## src/hw/rtl/ssrl_pkg.sv

```systemverilog
// Shared constants, codes and state types for the smoothed send-rate limiter.
package ssrl_pkg;

  localparam int RING_DEPTH_DEFAULT = 16;
  localparam int MS_PER_S           = 1000;
  localparam logic [15:0] WINDOW_MS_RESET = 16'd2000;

  localparam int TIME_W   = 32;
  localparam int BYTES_W  = 16;
  localparam int LIMIT_W  = 31;
  localparam int WINDOW_W = 16;
  localparam int RATE_W   = 32;
  localparam int COUNT_W  = 4;
  localparam int DIV_W    = 42;
  localparam int STEP_W   = 6;

  localparam int IN_DATA_W  = 48;
  localparam int OUT_DATA_W = 40;
  localparam int APB_ADDR_W = 3;
  localparam int APB_DATA_W = 32;

  typedef enum logic {
    REG_SPEED_LIMIT = 1'b0,
    REG_WINDOW_MS   = 1'b1
  } reg_index_t;

  typedef enum logic [5:0] {
    S_IDLE = 6'b000001,
    S_MUL  = 6'b000010,
    S_DIV  = 6'b000100,
    S_PUSH = 6'b001000,
    S_AVG  = 6'b010000,
    S_DONE = 6'b100000
  } state_t;

  typedef enum logic {
    DIV_RATE = 1'b0,
    DIV_AVG  = 1'b1
  } div_phase_t;

endpackage

```

## src/hw/rtl/smoothed_send_rate_limiter_core.sv

```systemverilog
// Smoothed send-rate limiter: meters bytes per second over a ring of rate samples.
// Each beat carries a millisecond timestamp and the bytes completed since the
// previous beat, and returns one result beat. A beat that does not close a
// measurement interval goes through S_DONE to the output register; one that closes
// it runs S_MUL, S_DIV, S_PUSH, S_AVG, S_DIV: one shared restoring divider, one
// quotient bit per cycle, computes bytes*1000/elapsed (42 steps) and then the ring
// average (32+log2(RING_DEPTH) steps). The rate samples sit in a RAM of RING_DEPTH
// entries holding at most RING_DEPTH-1 samples; the running sum is kept
// incrementally. A new beat is taken while the previous result waits.
module smoothed_send_rate_limiter_core
  import ssrl_pkg::*;
#(
  parameter int RING_DEPTH = ssrl_pkg::RING_DEPTH_DEFAULT
) (
  input  logic                              clk,
  input  logic                              rst,
  input  logic                              s_tvalid,
  output logic                              s_tready,
  // [31:0] now_ms, [47:32] sent_bytes
  input  logic [ssrl_pkg::IN_DATA_W-1:0]    s_tdata,
  output logic                              m_tvalid,
  input  logic                              m_tready,
  // [0] send_allowed, [32:1] smoothed_speed, [36:33] window_count,
  // [37] sample_taken, [39:38] zero
  output logic [ssrl_pkg::OUT_DATA_W-1:0]   m_tdata,
  input  logic                              psel,
  input  logic                              penable,
  input  logic                              pwrite,
  input  logic [ssrl_pkg::APB_ADDR_W-1:0]   paddr,
  input  logic [ssrl_pkg::APB_DATA_W-1:0]   pwdata,
  output logic [ssrl_pkg::APB_DATA_W-1:0]   prdata,
  output logic                              pready
);

  localparam int IW   = $clog2(RING_DEPTH);
  localparam int SUMW = RATE_W + IW;

  state_t           state;
  div_phase_t       phase;

  logic [LIMIT_W-1:0]  speed_limit;
  logic [WINDOW_W-1:0] window_ms;
  logic [TIME_W-1:0]   interval_start;
  logic                interval_started;
  logic [TIME_W-1:0]   byte_accumulator;
  logic [IW-1:0]       ring_head;
  logic [IW-1:0]       ring_tail;
  logic [SUMW-1:0]     window_sum;
  logic [RATE_W-1:0]   speed;
  logic [TIME_W-1:0]   now_hold;
  logic [RATE_W-1:0]   drop_rate;

  logic [DIV_W-1:0]    dvd;
  logic [31:0]         rem;
  logic [31:0]         divisor;
  logic [STEP_W-1:0]   steps;

  logic                taken;

  logic [TIME_W-1:0]   in_now;
  logic [BYTES_W-1:0]  in_bytes;
  logic                in_beat;
  logic                cfg_write;
  reg_index_t          cfg_index;

  logic [TIME_W:0]     acc_sum;
  logic [TIME_W-1:0]   acc_next;
  logic [TIME_W-1:0]   elapsed;

  logic [32:0]         shifted;
  logic                q_bit;

  logic [RATE_W-1:0]   rate;
  logic [IW-1:0]       tail_next;
  logic                ring_full;
  logic [IW-1:0]       head_next;
  logic [SUMW-1:0]     sum_next;
  logic [IW-1:0]       count;
  logic [SUMW:0]       limit_prod;
  logic                allowed;
  logic                out_free;
  logic [RATE_W-1:0]   ram_rdata;

  function automatic logic [IW-1:0] next_slot(input logic [IW-1:0] i);
    next_slot = (i == IW'(RING_DEPTH - 1)) ? '0 : i + 1'b1;
  endfunction

  function automatic logic [IW-1:0] held(input logic [IW-1:0] t, input logic [IW-1:0] h);
    logic [IW:0] wide;
    if (t >= h) begin
      wide = {1'b0, t} - {1'b0, h};
    end else begin
      wide = {1'b0, t} + (IW+1)'(RING_DEPTH) - {1'b0, h};
    end
    held = wide[IW-1:0];
  endfunction

  assign in_now    = s_tdata[TIME_W-1:0];
  assign in_bytes  = s_tdata[TIME_W+BYTES_W-1:TIME_W];
  assign s_tready  = (state == S_IDLE);
  assign in_beat   = s_tvalid && s_tready;
  assign pready    = 1'b1;
  assign cfg_write = psel && penable && pwrite && pready;
  assign cfg_index = reg_index_t'(paddr[2]);

  always_comb begin
    case (reg_index_t'(paddr[2]))
      REG_SPEED_LIMIT: prdata = {1'b0, speed_limit};
      REG_WINDOW_MS:   prdata = {16'b0, window_ms};
      default:         prdata = '0;
    endcase
  end

  assign acc_sum  = {1'b0, byte_accumulator} + {17'b0, in_bytes};
  assign acc_next = acc_sum[TIME_W] ? '1 : acc_sum[TIME_W-1:0];
  assign elapsed  = in_now - interval_start;

  assign shifted = {rem, dvd[DIV_W-1]};
  assign q_bit   = (shifted >= {1'b0, divisor});

  assign rate      = (|dvd[DIV_W-1:RATE_W]) ? '1 : dvd[RATE_W-1:0];
  assign tail_next = next_slot(ring_tail);
  assign ring_full = (tail_next == ring_head);
  assign head_next = ring_full ? next_slot(ring_head) : ring_head;
  assign sum_next  = window_sum + SUMW'(rate) - (ring_full ? SUMW'(drop_rate) : '0);

  assign count      = held(ring_tail, ring_head);
  assign limit_prod = (SUMW+1)'(speed_limit) * (SUMW+1)'(count);
  assign allowed    = !((speed_limit != '0) && ({1'b0, window_sum} > limit_prod));
  assign out_free   = !m_tvalid || m_tready;

  ssrl_ram #(
    .WIDTH (RATE_W),
    .DEPTH (RING_DEPTH)
  ) u_ring (
    .clk   (clk),
    .we    (state == S_PUSH),
    .waddr (ring_tail),
    .wdata (rate),
    .raddr (ring_head),
    .rdata (ram_rdata)
  );

  always_ff @(posedge clk) begin
    if (rst) begin
      state            <= S_IDLE;
      phase            <= DIV_RATE;
      speed_limit      <= '0;
      window_ms        <= WINDOW_MS_RESET;
      interval_start   <= '0;
      interval_started <= 1'b0;
      byte_accumulator <= '0;
      ring_head        <= '0;
      ring_tail        <= '0;
      window_sum       <= '0;
      speed            <= '0;
      steps            <= '0;
      taken            <= 1'b0;
      m_tvalid         <= 1'b0;
    end else begin
      if (state == S_DONE && out_free) begin
        m_tvalid <= 1'b1;
      end else if (m_tvalid && m_tready) begin
        m_tvalid <= 1'b0;
      end
      if (cfg_write) begin
        case (cfg_index)
          REG_SPEED_LIMIT: begin
            speed_limit      <= pwdata[LIMIT_W-1:0];
            byte_accumulator <= '0;
            interval_started <= 1'b0;
            interval_start   <= '0;
            if (pwdata[LIMIT_W-1:0] == '0) begin
              ring_head  <= '0;
              ring_tail  <= '0;
              window_sum <= '0;
              speed      <= '0;
            end
          end
          REG_WINDOW_MS: window_ms <= pwdata[WINDOW_W-1:0];
          default: ;
        endcase
      end
      case (state)
        S_IDLE: begin
          if (in_beat) begin
            byte_accumulator <= acc_next;
            if (speed_limit != '0 && interval_started &&
                elapsed > {16'b0, window_ms}) begin
              divisor  <= elapsed;
              now_hold <= in_now;
              taken    <= 1'b1;
              state    <= S_MUL;
            end else begin
              if (speed_limit != '0 && !interval_started) begin
                interval_started <= 1'b1;
                interval_start   <= in_now;
              end
              taken <= 1'b0;
              state <= S_DONE;
            end
          end
        end
        S_MUL: begin
          dvd       <= DIV_W'(byte_accumulator) * DIV_W'(MS_PER_S);
          rem       <= '0;
          steps     <= STEP_W'(DIV_W);
          phase     <= DIV_RATE;
          drop_rate <= ram_rdata;
          state     <= S_DIV;
        end
        S_DIV: begin
          if (steps != '0) begin
            rem   <= q_bit ? 32'(shifted - {1'b0, divisor}) : shifted[31:0];
            dvd   <= {dvd[DIV_W-2:0], q_bit};
            steps <= steps - 1'b1;
          end else if (phase == DIV_RATE) begin
            state <= S_PUSH;
          end else begin
            speed <= dvd[RATE_W-1:0];
            state <= S_DONE;
          end
        end
        S_PUSH: begin
          ring_tail        <= tail_next;
          ring_head        <= head_next;
          window_sum       <= sum_next;
          interval_start   <= now_hold;
          byte_accumulator <= '0;
          state            <= S_AVG;
        end
        S_AVG: begin
          dvd     <= DIV_W'(window_sum) << (DIV_W - SUMW);
          rem     <= '0;
          divisor <= 32'(count);
          steps   <= STEP_W'(SUMW);
          phase   <= DIV_AVG;
          state   <= S_DIV;
        end
        S_DONE: begin
          if (out_free) begin
            state <= S_IDLE;
          end
        end
        default: state <= S_IDLE;
      endcase
    end
  end

  always_ff @(posedge clk) begin
    if (state == S_DONE && out_free) begin
      m_tdata <= {2'b00, taken, COUNT_W'(count), speed, allowed};
    end
  end

endmodule

```

## src/hw/rtl/ssrl_ram.sv

```systemverilog
// Generic single-write, single-read RAM with registered read data.
module ssrl_ram #(
  parameter int WIDTH = 32,
  parameter int DEPTH = 16
) (
  input  logic                     clk,
  input  logic                     we,
  input  logic [$clog2(DEPTH)-1:0] waddr,
  input  logic [WIDTH-1:0]         wdata,
  input  logic [$clog2(DEPTH)-1:0] raddr,
  output logic [WIDTH-1:0]         rdata
);

  logic [WIDTH-1:0] mem [DEPTH];

  always_ff @(posedge clk) begin
    if (we) begin
      mem[waddr] <= wdata;
    end
    rdata <= mem[raddr];
  end

endmodule
```

## config.mk

```make
export PLATFORM = sky130hd
export DESIGN_NAME = smoothed_send_rate_limiter_core
export DESIGN_NICKNAME = d
export VERILOG_FILES = /design/src/hw/rtl/ssrl_pkg.sv /design/src/hw/rtl/smoothed_send_rate_limiter_core.sv /design/src/hw/rtl/ssrl_ram.sv
export SDC_FILE = /design/constraint.sdc
export NUM_CORES = 2
export LEC_CHECK = 0
export BUFFER_PORTS_ARGS = -buffer_cell sky130_fd_sc_hd__buf_2
export CAP_MARGIN = 25
export CORE_MARGIN = 3
export CORE_UTILIZATION = 40
export DETAILED_ROUTE_END_ITERATION = 8
export GPL_TIMING_DRIVEN = 0
export MAX_ROUTING_LAYER = met4
export PLACE_DENSITY = 0.53
export SLEW_MARGIN = 10
export SYNTH_ARGS = -nofsm -noshare
export SYNTH_HDL_FRONTEND = slang
export SYNTH_SLANG_ARGS = --single-unit
```

## constraint.sdc

```tcl
create_clock -name clk -period 8.5 [get_ports clk]
set_clock_uncertainty 0.2 [all_clocks]
set_input_delay 0.85 -clock clk [delete_from_list [all_inputs] [get_ports clk]]
set_output_delay 0.85 -clock clk [all_outputs]
set_load 0.005 [all_outputs]
```

==> metrics.cfg <==
[sta]
max_slew_margin_pct = 22.4
finalSetupTns_ps = 0
holdWs_ps = 121
min_period_ps = 8070
clock.fmax_ghz = 0.124
rsz0062_at_grt = false
finalSetupViolCount = 0
period_share_pct = 95.0
setup_ws_ps = 429
final_hold_viol_count = 0
maxSlewViolCount = 0
tightest_slew_ps = 1160

[floorplan]
core_sq_um = 132000
start_util_pct = 40.5
num_rows = 133
design.die.area_sq_um = 138000
die-height_um = 372
die_x_um = 372
ios = 165

[critical_path]
reg2reg_depth = 28
cp-start-kind = flop
cp_slowest_stage_delay_ps = 650
slowest_stage = dfxtp_1
critPathRequiredTime_ps = 8830
r2r_end = m_tdata[0]
crit_type = flop to flop
startpoint = ring_head[2]
worstPathMaxFanout = 10
cp-endpoint = m_tdata[0]
cpMostUsedCell = a21o_1
critPathCaptureType = flop
rrSetupSlack_ps = 430
r2r-start = ring_head[2]
worstPathArrival_ps = 8400

[power]
peakVddDrop_v = 0.000203
fin_total_pwr_mw = 12.8
p_leak_nw = 24.8
pwr_density_cell_nw_per_um2 = 210

[worst_hold_path]
hold_class = primary input to flop

[final_layout]
nFillCells = 12198
final_cells = 6828
layout_common_cells = edfxtp_1 (720), inv_1 (420), nand2_1 (418)
fin_util_pct = 46.2
regArea_sq_um = 26300
nets = 5582
drive_above_1_share_pct = 11.3
design_area_sq_um = 61100
multi_input_area_sq_um = 25000
area_delta_synth_final_pct = 14.2
final_common_cell = edfxtp_1

[synthesis]
ys_async_sr_fraction_pct = 0
ys_seq_area_share_pct = 49.2
synth_edf_count = 720
synth_area_leaders = edfxtp_1 (40%), dfxtp_1 (8.8%), fa_1 (7.9%), ha_1 (7.0%), a21oi_1 (3.2%)
postSynthCellCount = 4661
ys_warn_count = 0
synth_flop_cell = edfxtp_1
ys_types = 83
synth_top_area_share_pct = 40.4
syn_area_sq_um = 53500
synth-seq-cells = 955
avgSynthCellArea_sq_um = 11.5
synth_top_area_cell = edfxtp_1

[global_routing]
first_global_vias = 37082
grt_use_total_pct = 24.2
antenna_found_initial = 8
grt_max_degree = 31
grt_pass1_wl_um = 242000
overflow = 0

[route]
wire_per_inst_um = 23.8
routed_wl_um = 163000
drtPass1Iterations = 6
drt_iter0_markers = 3338
avgViaCountPerCell = 5.53
postRouteAntennaNets = 0
vias = 37759
drc = 0

[clock_tree]
cts-root-buf = clkbuf_16
cts_inserted_buffers = 105
cts_setup_buffers = 0
insertion_delay_ps = 760
cts_hold_buf = 0
clkSlewWorstSetupHoldPaths_ps = 60
cts.sinks = 955
cts_tree = yes
htreeDepth = 3
ctsLongestPathBuffers = 3

[outcome]
status = completed

[placement]
dp_slack_ps = -303
port-buffer-count = 155
placed_cell_area_sq_um = 57400
placedCellCount = 6626
globalplace.congestion = 0.912
dp_hpwl_um = 124000

[flow_run]
max_cap_violations = 0

## final cells by class
| class | count | area share (%) |
|---|---|---|
| multi-input cells | 3091 | 40.9 |
| repair buffers | 212 | 2.67 |
| inverters | 420 | 2.58 |
| diodes | 1 | 0.00410 |
| clock buffers | 147 | 4.95 |
| plain buffers | 195 | 1.26 |
| flip-flops and latches | 955 | 43.1 |
| clock inverters | 52 | 0.881 |
| well taps | 1755 | 3.60 |
## Yosys cell counts, drive strengths merged (12+ instances only)
cell type,number
a311oi,20
a222oi,23
nor2,182
dfxtp,235
o21ai,200
edfxtp,720
nor4,41
and2,142
a221oi,44
buf,33
a31o,12
a21o,103
xnor2,110
inv,420
clkbuf,164
mux2i,112
a21oi,342
mux4,64
o31ai,32
nand2b,29
o211ai,19
nor2b,48
or3,17
nor3,40
a22o,12
nand2,418
o21bai,22
o21a,26
fa,212
nand3,102
mux2,37
ha,300
a22oi,79
or2,38
nand4,34
a211oi,26
xor2,52
and3,23
a31oi,23
## worst min path at each step
| stage | startpoint | to | slack, ps | cells past startpoint |
|---|---|---|---|---|
| 6_report | s_tdata[6] | now_hold[6] | 120 | 1 |
| 5_1_grt | s_tdata[5] | now_hold[5] | 80 | 1 |
| 4_1_cts | s_tdata[8] | now_hold[8] | 70 | 1 |
| 3_5_place_dp | u_ring.rdata[15] | drop_rate[15] | 190 | 0 |
| 3_3_place_gp | u_ring.rdata[25] | drop_rate[25] | 190 | 0 |
| 2_1_floorplan | u_ring.rdata[0] | drop_rate[0] | 190 | 0 |
## metal layers
metal  vias to the layer above  share of wire (%)  wire length [um]  global-route usage, %
li1                      17547                  -                 -                      -
met1                     18943                 45             73100                   32.8
met2                      1040                 46             75000                   37.6
met3                       229                5.4              8780                   3.26
met4                         0                3.5              5740                   8.22
met5                         -                  0                 0                      -
## cells by family after synthesis
logic type / count (synthesis) / synth area share, %
xor+xnor: 162 / 2.65
fa+ha+maj: 512 / 15.0
buf+inv: 617 / 4.39
flops: 955 / 49.2
mux: 213 / 5.57
other cells: 2 / 0.0140
compound gates: 1053 / 12.8
simple gates: 1147 / 10.4
## flip-flops by register name, summed over array words and instances (netlist names)
name / count
u_ring.mem: 512
dvd: 42
m_tdata: 38
window_sum: 36
byte_accumulator: 32
divisor: 32
drop_rate: 32
interval_start: 32
now_hold: 32
rem: 32
speed: 32
u_ring.rdata: 32
speed_limit: 31
window_ms: 16
state: 6
steps: 6
ring_head: 4
ring_tail: 4
interval_started: 1
m_tvalid: 1
phase: 1
taken: 1
## power breakdown
| part | internal [mW] | total (mW) | switching, mW |
|---|---|---|---|
| combinational | 1.10 | 2.97 | 1.87 |
| sequential | 5.12 | 5.22 | 0.0943 |
| clock | 2.66 | 4.64 | 1.99 |
## critical path, delay by kind of cell (launching register included)
kind | cells | cell delay, ps
fa+ha+maj | 5 | 2120
simple gates | 3 | 790
buf+inv | 4 | 590
flops | 1 | 650
xor+xnor | 2 | 500
compound gates | 14 | 3010
## repair_timing
item | 4_1_cts | 5_1_grt
gates resized for setup | 3 | 3
pin swaps | 0 | 0
setup endpoints to repair | 1 | 1
Note: power is estimated with default switching activity, not from simulation.
